`src/sv/pfer_pkg.sv`:
```
// Package for the pulse frame edge reconstructor.
// Holds item and result types, scan state types and shared constants.
// Used by every module of the block; depends on nothing.
`default_nettype none

package pfer_pkg;

  // Field widths
  localparam int DUR_W    = 15;
  localparam int SYM_W    = 7;
  localparam int TICK_W   = 22;
  localparam int IDLE_W   = 20;
  localparam int TIME_W   = 64;
  localparam int CNT_W    = 32;
  localparam int BACK_W   = 23;   // idle window plus tick sum

  // Defaults and limits
  localparam int unsigned WORDS_PER_FRAME_DEF = 48;
  localparam logic [IDLE_W-1:0] IDLE_RESET = IDLE_W'(10000);
  localparam logic [SYM_W-1:0]  SYM_MAX    = {SYM_W{1'b1}};
  localparam logic [TICK_W-1:0] TICK_MAX   = {TICK_W{1'b1}};

  // One lane for each half of a capture word
  localparam int LANES = 2;

  // Opcodes
  localparam logic OP_CAPTURE = 1'b0;
  localparam logic OP_ERROR   = 1'b1;

  typedef struct packed {
    logic              opcode;
    logic [DUR_W-1:0]  duration_first;
    logic              level_first;
    logic [DUR_W-1:0]  duration_second;
    logic              level_second;
    logic              frame_end;
    logic [TIME_W-1:0] now_us;
    logic              owner_fault;
  } in_item_t;

  typedef struct packed {
    logic [TIME_W-1:0] edge_us;
    logic [DUR_W-1:0]  width_us;
    logic [SYM_W-1:0]  symbol_count;
    logic              frame_empty;
    logic [CNT_W-1:0]  frames_seen;
    logic [CNT_W-1:0]  data_frames;
    logic [CNT_W-1:0]  empty_frames;
    logic [CNT_W-1:0]  owner_errors;
  } result_t;

  // What one lane found in its half
  typedef struct packed {
    logic             take;
    logic             high;
    logic [DUR_W-1:0] dur;
  } lane_hit_t;

  // Scan state of the current frame (word count kept apart, its width is a parameter)
  typedef struct packed {
    logic              stopped;
    logic [SYM_W-1:0]  symbols;
    logic [TICK_W-1:0] ticks;
    logic [DUR_W-1:0]  first_width;
    logic              high_seen;
  } scan_state_t;

  // Frame summary waiting for the edge subtract
  typedef struct packed {
    logic [TIME_W-1:0] now_us;
    logic [BACK_W-1:0] back;
    logic              empty;
    logic [DUR_W-1:0]  width;
    logic [SYM_W-1:0]  symbols;
    logic [CNT_W-1:0]  frames_seen;
    logic [CNT_W-1:0]  data_frames;
    logic [CNT_W-1:0]  empty_frames;
    logic [CNT_W-1:0]  owner_errors;
  } frame_sum_t;

endpackage

`default_nettype wire

```
`src/sv/pfer_lane.sv`:
```
// One half-word lane of the pulse frame edge reconstructor.
// Decides whether its half is a symbol and whether it is a high one.
// Depends on pfer_pkg.
`default_nettype none

module pfer_lane (
  input  logic                     enable,
  input  logic [pfer_pkg::DUR_W-1:0] dur,
  input  logic                     level,
  output pfer_pkg::lane_hit_t      hit
);
  import pfer_pkg::*;

  // A nonzero half in an active scan counts as a symbol
  always_comb begin
    hit.take = enable && (dur != '0);
    hit.high = enable && (dur != '0) && level;
    hit.dur  = enable ? dur : '0;
  end

endmodule

`default_nettype wire

```
`src/sv/pfer_merge.sv`:
```
// Merge stage of the pulse frame edge reconstructor.
// Combines the lane hits into the next scan state with saturation.
// Depends on pfer_pkg.
`default_nettype none

module pfer_merge #(
  parameter int unsigned WORDS_PER_FRAME = pfer_pkg::WORDS_PER_FRAME_DEF,
  parameter int          WCNT_W          = $clog2(WORDS_PER_FRAME + 1)
) (
  input  logic                  active,
  input  logic                  second_zero,
  input  pfer_pkg::scan_state_t scan,
  input  logic [WCNT_W-1:0]     words,
  input  pfer_pkg::lane_hit_t   hits [pfer_pkg::LANES],
  output pfer_pkg::scan_state_t scan_next,
  output logic [WCNT_W-1:0]     words_next
);
  import pfer_pkg::*;

  logic [1:0]        takes;
  logic [SYM_W:0]    sym_sum;
  logic [TICK_W+1:0] tick_sum;
  logic [WCNT_W-1:0] words_inc;
  logic              hi_found;
  logic [DUR_W-1:0]  hi_dur;

  // Count, sum and first high over the lanes; lane 0 has priority
  always_comb begin
    takes    = '0;
    tick_sum = {2'b00, scan.ticks};
    hi_found = 1'b0;
    hi_dur   = '0;
    for (int i = 0; i < LANES; i++) begin
      takes    = takes + 2'(hits[i].take);
      tick_sum = tick_sum + (TICK_W+2)'(hits[i].dur);
      if (!hi_found && hits[i].high) begin
        hi_found = 1'b1;
        hi_dur   = hits[i].dur;
      end
    end
    sym_sum = {1'b0, scan.symbols} + (SYM_W+1)'(takes);
  end

  assign words_inc = words + WCNT_W'(1);

  // Next scan state
  always_comb begin
    scan_next         = scan;
    words_next        = words;
    scan_next.symbols = (sym_sum > (SYM_W+1)'(SYM_MAX)) ? SYM_MAX : sym_sum[SYM_W-1:0];
    scan_next.ticks   = (tick_sum > (TICK_W+2)'(TICK_MAX)) ? TICK_MAX
                                                           : tick_sum[TICK_W-1:0];
    if (!scan.high_seen && hi_found) begin
      scan_next.high_seen   = 1'b1;
      scan_next.first_width = hi_dur;
    end
    if (active) begin
      words_next = words_inc;
      if (second_zero || (words_inc >= WCNT_W'(WORDS_PER_FRAME))) begin
        scan_next.stopped = 1'b1;
      end
    end else if (!scan.stopped) begin
      // word limit already reached
      scan_next.stopped = 1'b1;
    end
  end

endmodule

`default_nettype wire

```
`src/sv/pfer_edge.sv`:
```
// Edge time stage of the pulse frame edge reconstructor.
// Subtracts idle window plus tick sum from the frame end time.
// Depends on pfer_pkg.
`default_nettype none

module pfer_edge (
  input  pfer_pkg::frame_sum_t sum,
  output pfer_pkg::result_t    res
);
  import pfer_pkg::*;

  logic [TIME_W:0] diff;
  logic            now_gt;

  // Borrow out gives now < back; strictly greater also needs a nonzero difference
  assign diff   = {1'b0, sum.now_us} - (TIME_W+1)'(sum.back);
  assign now_gt = !diff[TIME_W] && (diff[TIME_W-1:0] != '0);

  always_comb begin
    res.edge_us      = sum.empty ? '0 : (now_gt ? diff[TIME_W-1:0] : sum.now_us);
    res.width_us     = sum.empty ? '0 : sum.width;
    res.symbol_count = sum.empty ? '0 : sum.symbols;
    res.frame_empty  = sum.empty;
    res.frames_seen  = sum.frames_seen;
    res.data_frames  = sum.data_frames;
    res.empty_frames = sum.empty_frames;
    res.owner_errors = sum.owner_errors;
  end

endmodule

`default_nettype wire

```
`src/sv/pulse_frame_edge_reconstructor.sv`:
```
// Top level of the pulse frame edge reconstructor.
// Instantiates two half-word lanes, the merge stage and the edge stage.
// Depends on pfer_pkg, pfer_lane, pfer_merge, pfer_edge.
//
//   channel | signals                      | direction | carries
//   --------+------------------------------+-----------+--------------------------
//   in      | in_valid, in_stall, in_data  | in        | capture word or error event
//   out     | out_valid, out_stall, out_data| out      | one frame result
//   cfg     | cfg_valid, cfg_ready, cfg_data| in       | idle window write
//
// One item is taken every cycle while in_stall is low. Both halves of a word
// are scanned in the same cycle by parallel lanes; the scan state updates at
// the accept edge. A frame result passes the frame summary register, then the
// output register after the 64-bit edge subtract, on its way to out_data.
// Reset clears scan state and counters and sets the idle window to 10000.
// in_stall rises only while both result registers are held by out_stall.
`default_nettype none

module pulse_frame_edge_reconstructor #(
  parameter int unsigned WORDS_PER_FRAME = pfer_pkg::WORDS_PER_FRAME_DEF
) (
  input  logic                        clk,
  input  logic                        rst,
  input  logic                        in_valid,
  output logic                        in_stall,
  input  pfer_pkg::in_item_t          in_data,
  output logic                        out_valid,
  input  logic                        out_stall,
  output pfer_pkg::result_t           out_data,
  input  logic                        cfg_valid,
  output logic                        cfg_ready,
  input  logic [pfer_pkg::IDLE_W-1:0] cfg_data
);
  import pfer_pkg::*;

  localparam int WCNT_W = $clog2(WORDS_PER_FRAME + 1);

  logic [IDLE_W-1:0] idle_ticks;
  scan_state_t       scan, scan_next, scan_merged;
  logic [WCNT_W-1:0] words, words_next, words_merged;
  logic [CNT_W-1:0]  frames, frames_next;
  logic [CNT_W-1:0]  data_cnt, data_cnt_next;
  logic [CNT_W-1:0]  empty_cnt, empty_cnt_next;
  logic [CNT_W-1:0]  owner_cnt, owner_cnt_next;

  logic       mid_valid;
  frame_sum_t mid, mid_next;
  result_t    edge_res;

  logic       out_free, mid_adv, acc, is_err, is_result, active, empty_now;
  lane_hit_t  hits [LANES];
  logic [DUR_W-1:0] lane_dur [LANES];
  logic             lane_lvl [LANES];

  // Handshake and pipeline advance
  assign out_free  = !out_valid || !out_stall;
  assign mid_adv   = mid_valid && out_free;
  assign in_stall  = mid_valid && !out_free;
  assign acc       = in_valid && !in_stall;
  assign is_err    = in_data.opcode == OP_ERROR;
  assign is_result = !is_err && in_data.frame_end;
  assign cfg_ready = 1'b1;

  // Lanes, one per half of the word
  assign active      = !scan.stopped && (words < WCNT_W'(WORDS_PER_FRAME));
  assign lane_dur[0] = in_data.duration_first;
  assign lane_lvl[0] = in_data.level_first;
  assign lane_dur[1] = in_data.duration_second;
  assign lane_lvl[1] = in_data.level_second;

  for (genvar g = 0; g < LANES; g++) begin : g_lane
    pfer_lane u_lane (
      .enable (active),
      .dur    (lane_dur[g]),
      .level  (lane_lvl[g]),
      .hit    (hits[g])
    );
  end

  pfer_merge #(
    .WORDS_PER_FRAME (WORDS_PER_FRAME),
    .WCNT_W          (WCNT_W)
  ) u_merge (
    .active      (active),
    .second_zero (in_data.duration_second == '0),
    .scan        (scan),
    .words       (words),
    .hits        (hits),
    .scan_next   (scan_merged),
    .words_next  (words_merged)
  );

  // Frame end bookkeeping and next state
  assign empty_now = scan_merged.symbols == '0;

  always_comb begin
    scan_next      = scan_merged;
    words_next     = words_merged;
    frames_next    = frames;
    data_cnt_next  = data_cnt;
    empty_cnt_next = empty_cnt;
    owner_cnt_next = owner_cnt;
    if (is_err) begin
      owner_cnt_next = owner_cnt + CNT_W'(1);
      scan_next      = '0;
      words_next     = '0;
    end else if (in_data.frame_end) begin
      frames_next = frames + CNT_W'(1);
      if (empty_now) begin
        empty_cnt_next = empty_cnt + CNT_W'(1);
      end else begin
        data_cnt_next = data_cnt + CNT_W'(1);
      end
      if (in_data.owner_fault) begin
        owner_cnt_next = owner_cnt + CNT_W'(1);
      end
      scan_next  = '0;
      words_next = '0;
    end
  end

  // Frame summary for the edge stage
  always_comb begin
    mid_next.now_us       = in_data.now_us;
    mid_next.back         = BACK_W'(idle_ticks) + BACK_W'(scan_merged.ticks);
    mid_next.empty        = empty_now;
    mid_next.width        = scan_merged.first_width;
    mid_next.symbols      = scan_merged.symbols;
    mid_next.frames_seen  = frames_next;
    mid_next.data_frames  = data_cnt_next;
    mid_next.empty_frames = empty_cnt_next;
    mid_next.owner_errors = owner_cnt_next;
  end

  pfer_edge u_edge (
    .sum (mid),
    .res (edge_res)
  );

  // Config and scan state registers
  always_ff @(posedge clk) begin
    if (rst) begin
      idle_ticks <= IDLE_RESET;
      scan       <= '0;
      words      <= '0;
      frames     <= '0;
      data_cnt   <= '0;
      empty_cnt  <= '0;
      owner_cnt  <= '0;
    end else begin
      if (cfg_valid && cfg_ready) begin
        idle_ticks <= cfg_data;
      end
      if (acc) begin
        scan      <= scan_next;
        words     <= words_next;
        frames    <= frames_next;
        data_cnt  <= data_cnt_next;
        empty_cnt <= empty_cnt_next;
        owner_cnt <= owner_cnt_next;
      end
    end
  end

  // Summary and output registers
  always_ff @(posedge clk) begin
    if (rst) begin
      mid_valid <= 1'b0;
      out_valid <= 1'b0;
    end else begin
      if (acc && is_result) begin
        mid_valid <= 1'b1;
      end else if (mid_adv) begin
        mid_valid <= 1'b0;
      end
      if (mid_adv) begin
        out_valid <= 1'b1;
      end else if (!out_stall) begin
        out_valid <= 1'b0;
      end
    end
  end

  always_ff @(posedge clk) begin
    if (acc && is_result) begin
      mid <= mid_next;
    end
    if (mid_adv) begin
      out_data <= edge_res;
    end
  end

endmodule

`default_nettype wire

```
`config.mk`:
```
export PLATFORM = sky130hd
export DESIGN_NAME = pulse_frame_edge_reconstructor
export DESIGN_NICKNAME = d
export VERILOG_FILES = /design/src/sv/pfer_pkg.sv /design/src/sv/pfer_lane.sv /design/src/sv/pfer_merge.sv /design/src/sv/pfer_edge.sv /design/src/sv/pulse_frame_edge_reconstructor.sv
export SDC_FILE = /design/constraint.sdc
export NUM_CORES = 1
export LEC_CHECK = 0
export BUFFER_PORTS_ARGS = -buffer_cell sky130_fd_sc_hd__buf_2
export CAP_MARGIN = 20
export CORE_MARGIN = 3
export CORE_UTILIZATION = 23
export DETAILED_ROUTE_END_ITERATION = 10
export PLACE_DENSITY = 0.48
export SETUP_SLACK_MARGIN = 0.02
export SLEW_MARGIN = 20
export SYNTH_ARGS = -nofsm -noshare
export SYNTH_HDL_FRONTEND = slang
export SYNTH_HIERARCHICAL = 1
export SYNTH_SLANG_ARGS = --single-unit
```
`constraint.sdc`:
```
create_clock -name clk -period 22.5 [get_ports clk]
set_input_delay 5.625 -clock clk [delete_from_list [all_inputs] [get_ports clk]]
set_output_delay 5.625 -clock clk [all_outputs]
set_load 0.02 [all_outputs]
```
==> report_table.html <==
<table>
<tr><th>Metric</th><th>Value</th></tr>
<tr><th colspan="2">Final layout</th></tr>
<tr><td>Share of cells above drive strength 1</td><td>0.181</td></tr>
<tr><td>Post-layout net count</td><td>3354</td></tr>
<tr><td>Area occupied by multi-input gates</td><td>12800 µm²</td></tr>
<tr><td>Final core utilization</td><td>0.272</td></tr>
<tr><td>FILL cells</td><td>14.6k</td></tr>
<tr><td>Area of all sequential standard cells</td><td>17600 µm²</td></tr>
<tr><td>Area added between synthesis and finish</td><td>16.8%</td></tr>
<tr><th colspan="2">Routing</th></tr>
<tr><td>Drt total wl</td><td>93700 µm</td></tr>
<tr><td>Pre-antenna DRT Iters</td><td>6</td></tr>
<tr><td>WL/cell</td><td>18.5 µm</td></tr>
<tr><td>Detail-routed via count per cell</td><td>4.38</td></tr>
<tr><td>Drt drc</td><td>0</td></tr>
<tr><td>Remaining number of nets flagged by the antenna check after routing</td><td>0</td></tr>
<tr><td>Via count</td><td>22.3k</td></tr>
<tr><td>Number of violations reported at the end of detailed-routing iteration 0</td><td>1536</td></tr>
<tr><th colspan="2">Synth</th></tr>
<tr><td>Multiplexer share of the synthesized area</td><td>0.0157</td></tr>
<tr><td>Synthesized instance count</td><td>2959</td></tr>
<tr><td>Flip-flop and latch count after synthesis</td><td>655</td></tr>
<tr><td>Combinational family with the most area after synthesis</td><td>simple AND/OR/NAND/NOR gates</td></tr>
<tr><td>EDFF count, synth</td><td>453</td></tr>
<tr><td>Area share of the largest cell type after synthesis</td><td>0.422</td></tr>
<tr><td>Fraction of registers with async set/reset</td><td>0</td></tr>
<tr><td>Distinct cell type count of the synthesized netlist</td><td>102</td></tr>
<tr><td>Top cell type by total area after synthesis</td><td>sky130_fd_sc_hd__edfxtp_1</td></tr>
<tr><td>Number of warnings reported in the yosys synthesis log</td><td>6</td></tr>
<tr><td>Post-Synth Adder-Cell Area</td><td>0.0371</td></tr>
<tr><td>Top post-synthesis cells by area</td><td>sky130_fd_sc_hd__edfxtp_1 (42%), sky130_fd_sc_hd__dfxtp_1 (13%), sky130_fd_sc_hd__xnor2_1 (5.2%)</td></tr>
<tr><td>Leading cell types by count after synthesis</td><td>sky130_fd_sc_hd__edfxtp_1 (453), sky130_fd_sc_hd__nand2_1 (290), sky130_fd_sc_hd__nor2_1 (279), sky130_fd_sc_hd__dfxtp_1 (202), sky130_fd_sc_hd__xnor2_1 (192)</td></tr>
<tr><td>Total standard cell area after synthesis</td><td>32200 µm²</td></tr>
<tr><td>Sequential cell area fraction in the yosys report</td><td>0.548</td></tr>
<tr><td>Complex-gate fraction of the synthesized area</td><td>0.0711</td></tr>
<tr><td>Most common flop cell mapped by yosys</td><td>sky130_fd_sc_hd__edfxtp_1</td></tr>
<tr><td>Nets in the synthesized netlist</td><td>3167</td></tr>
<tr><td>Most frequently used cell type in the post-synthesis netlist</td><td>sky130_fd_sc_hd__edfxtp_1</td></tr>
<tr><td>Area share of and/or/nand/nor cells after synthesis</td><td>0.185</td></tr>
<tr><td>Syn avg cell area</td><td>10.9 µm²</td></tr>
<tr><td>Xor and xnor area share after synthesis</td><td>0.0879</td></tr>
<tr><th colspan="2">Power</th></tr>
<tr><td>Worst-case vdd ir drop</td><td>0.0000514 V</td></tr>
<tr><td>Switching component of the power</td><td>778 µW</td></tr>
<tr><td>Net Sw Frac</td><td>0.257</td></tr>
<tr><td>Power per cell area</td><td>80.4 nW/µm²</td></tr>
<tr><td>Comb power frac</td><td>0.118</td></tr>
<tr><td>Cell Int Power</td><td>2250 µW</td></tr>
<tr><td>Pwr Total</td><td>3030 µW</td></tr>
<tr><td>Static leakage</td><td>0.0128 µW</td></tr>
<tr><td>Sequential cell fraction of total power</td><td>0.445</td></tr>
<tr><td>Share of power burned in the clock network</td><td>0.437</td></tr>
<tr><th colspan="2">Clocking</th></tr>
<tr><td>H-tree depth reported by CTS</td><td>3</td></tr>
<tr><td>Later-pin clock latency in the skew report</td><td>0.66 ns</td></tr>
<tr><td>Clock Sinks</td><td>655</td></tr>
<tr><td>Post-cts gate resize count</td><td>0</td></tr>
<tr><td>CTS tree</td><td>done</td></tr>
<tr><td>Clock slew at the register clock pins of the worst setup and hold paths</td><td>0.06 ns</td></tr>
<tr><td>Root buf cell</td><td>sky130_fd_sc_hd__clkbuf_16</td></tr>
<tr><td>Number of buffers inserted by post-CTS setup repair</td><td>0</td></tr>
<tr><td>Maximum buffer depth of the clock tree</td><td>3</td></tr>
<tr><td>Inserted Clock Buffers</td><td>79</td></tr>
<tr><td>Count of hold-fix buffers inserted at cts</td><td>0</td></tr>
<tr><th colspan="2">Setup path</th></tr>
<tr><td>Required time at the worst-slack endpoint</td><td>16.88 ns</td></tr>
<tr><td>R2R cell count</td><td>20</td></tr>
<tr><td>Crit path depth</td><td>4</td></tr>
<tr><td>FF-to-FF setup slack</td><td>16.04 ns</td></tr>
<tr><td>Endpoint type of the worst setup path</td><td>primary output</td></tr>
<tr><td>Critical Path Source Type</td><td>input port</td></tr>
<tr><td>Slowest cell delay on critical path</td><td>0.20 ns</td></tr>
<tr><td>Critical path data arrival time</td><td>6.21 ns</td></tr>
<tr><td>Largest fanout on the critical path</td><td>4</td></tr>
<tr><td>Critical path's top delay family</td><td>buffers and inverters</td></tr>
<tr><td>Slowest cell on the critical path</td><td>sky130_fd_sc_hd__nand3_1</td></tr>
<tr><td>CP Buf/Inv Count</td><td>3</td></tr>
<tr><td>Worst path cell trace</td><td>buf_2, nand3_1, inv_1, buf_2</td></tr>
<tr><td>Crit Path Class</td><td>in -&gt; out</td></tr>
<tr><td>CP most frequent cell</td><td>sky130_fd_sc_hd__buf_2</td></tr>
<tr><th colspan="2">Timing</th></tr>
<tr><td>Period minus WS final</td><td>11.83 ns</td></tr>
<tr><td>Clock skew</td><td>0.0286 ns</td></tr>
<tr><td>Hold Violations, Final</td><td>0</td></tr>
<tr><td>Worst max-slew margin expressed relative to the limit</td><td>0.212</td></tr>
<tr><td>Final setup violation count</td><td>0</td></tr>
<tr><td>Transition at the pin with the smallest max-transition slack</td><td>1.17 ns</td></tr>
<tr><td>Period utilization</td><td>0.526</td></tr>
<tr><td>FMAX</td><td>84.5 MHz</td></tr>
<tr><td>Unrepaired setup endpoints after global routing</td><td>no</td></tr>
<tr><td>Setup total negative slack</td><td>0 ns</td></tr>
<tr><td>Final slew viol count</td><td>0</td></tr>
<tr><th colspan="2">Floorplanning</th></tr>
<tr><td>Die area</td><td>145000 µm²</td></tr>
<tr><td>Die Span Y</td><td>380 µm</td></tr>
<tr><td>I/O pin cnt</td><td>342</td></tr>
<tr><td>Placeable Area</td><td>138000 µm²</td></tr>
<tr><td>Standard-cell row count</td><td>136</td></tr>
<tr><td>Die width</td><td>380 µm</td></tr>
<tr><td>Starting density of the core</td><td>0.233</td></tr>
<tr><th colspan="2">Flow run</th></tr>
<tr><td>Count of maximum capacitance violations</td><td>0</td></tr>
<tr><th colspan="2">Global routing</th></tr>
<tr><td>Antenna violations before repair</td><td>5</td></tr>
<tr><td>Number of global-route vias before repair</td><td>21.9k</td></tr>
<tr><td>GRT Resource Usage Total</td><td>0.127</td></tr>
<tr><td>Maximum number of pins on one net before global-route repair</td><td>83</td></tr>
<tr><td>Global-route wire length before repair</td><td>141000 µm</td></tr>
<tr><td>Remaining Overflow, GRT</td><td>0</td></tr>
<tr><th colspan="2">Placed design</th></tr>
<tr><td>Sum of net half-perimeters after detailed placement</td><td>68000 µm</td></tr>
<tr><td>Final GP Congestion</td><td>0.856</td></tr>
<tr><td>Port Buf Inserts</td><td>340</td></tr>
<tr><th colspan="2">Min path</th></tr>
<tr><td>WHS Path Cells</td><td>0</td></tr>
<tr><td>Type of the worst min-delay path</td><td>reg -&gt; reg</td></tr>
<tr><th colspan="2">Run status</th></tr>
<tr><td>Run status</td><td>completed</td></tr>
</table>
## per-layer routing
metal	track usage	vias to the layer above	wire length, µm
met5	0	-	0
met2	0.199	565	42200
met4	0.0459	0	2730
met3	0.0219	130	4620
li1	-	10811	-
met1	0.174	10753	44100
## cells by family after synthesis
kind of cell | Yosys count
muxes | 45
and+or+nand+nor | 1167
DFF | 655
adders and majority gates | 84
buffers and inverters | 321
AOI/OAI and AO/OA | 363
other | 1
xor gates and xnor gates | 323
## power by group through the flow
stage	clock, µW	sequential (µW)	combinational [µW]
global route	1430	1350	397
floorplan	0	1380	249
detailed placement	0	1370	357
finish	1320	1350	357
CTS	1380	1350	359
global placement	0	1370	358
## final cells by class
class,count,area share
diodes,2,0.000133
clock buffers,101,0.0581
clock inverters,46,0.0134
inverters,66,0.00659
multi-input cells,1983,0.341
flip-flops and latches,655,0.469
well taps,1863,0.0620
repair buffers,361,0.0496
## final timing paths
check | to | start
hold reg to reg | out_data[118] | mid[118]
setup / recovery | in_stall | out_stall
setup reg to reg | mid[170] | words[4]
hold / removal | out_data[118] | mid[118]
## sequential cells by signal, summed over array words and instances, names as in the netlist
name and cells:
words 6, scan 46, out_data 215, mid 238, owner_cnt 32, empty_cnt 32, mid_valid 1, frames 32
data_cnt 32, out_valid 1, idle_ticks 20
## placed cells by master (no fill, tap or decap), types with 45 or more instances in the layout
cell / n
sky130_fd_sc_hd__edfxtp_1: 453
sky130_fd_sc_hd__buf_2: 339
sky130_fd_sc_hd__nand2_1: 289
sky130_fd_sc_hd__nor2_1: 277
sky130_fd_sc_hd__dfxtp_1: 202
sky130_fd_sc_hd__xnor2_1: 192
sky130_fd_sc_hd__a21oi_1: 146
sky130_fd_sc_hd__xor2_1: 131
sky130_fd_sc_hd__nand3_1: 129
sky130_fd_sc_hd__nor3_1: 101
sky130_fd_sc_hd__clkbuf_16: 83
sky130_fd_sc_hd__o21ai_0: 81
sky130_fd_sc_hd__inv_1: 66
sky130_fd_sc_hd__ha_1: 65
sky130_fd_sc_hd__nand4_1: 53
sky130_fd_sc_hd__nor2b_1: 45
## through the flow
step                      cells  cell area, µm²  setup WS (ns)  hold slack, ns
after global placement     4928           34900          10.65           0.403
after floorplan            2959           32200          0.275           0.432
after detailed placement   4928           34900          10.67           0.405
final                      5077           37600          10.67           0.408
after CTS                  5075           37600          10.67           0.403
after global routing       5076           37600          10.58           0.421
Note: power is estimated with default switching activity, not from simulation.
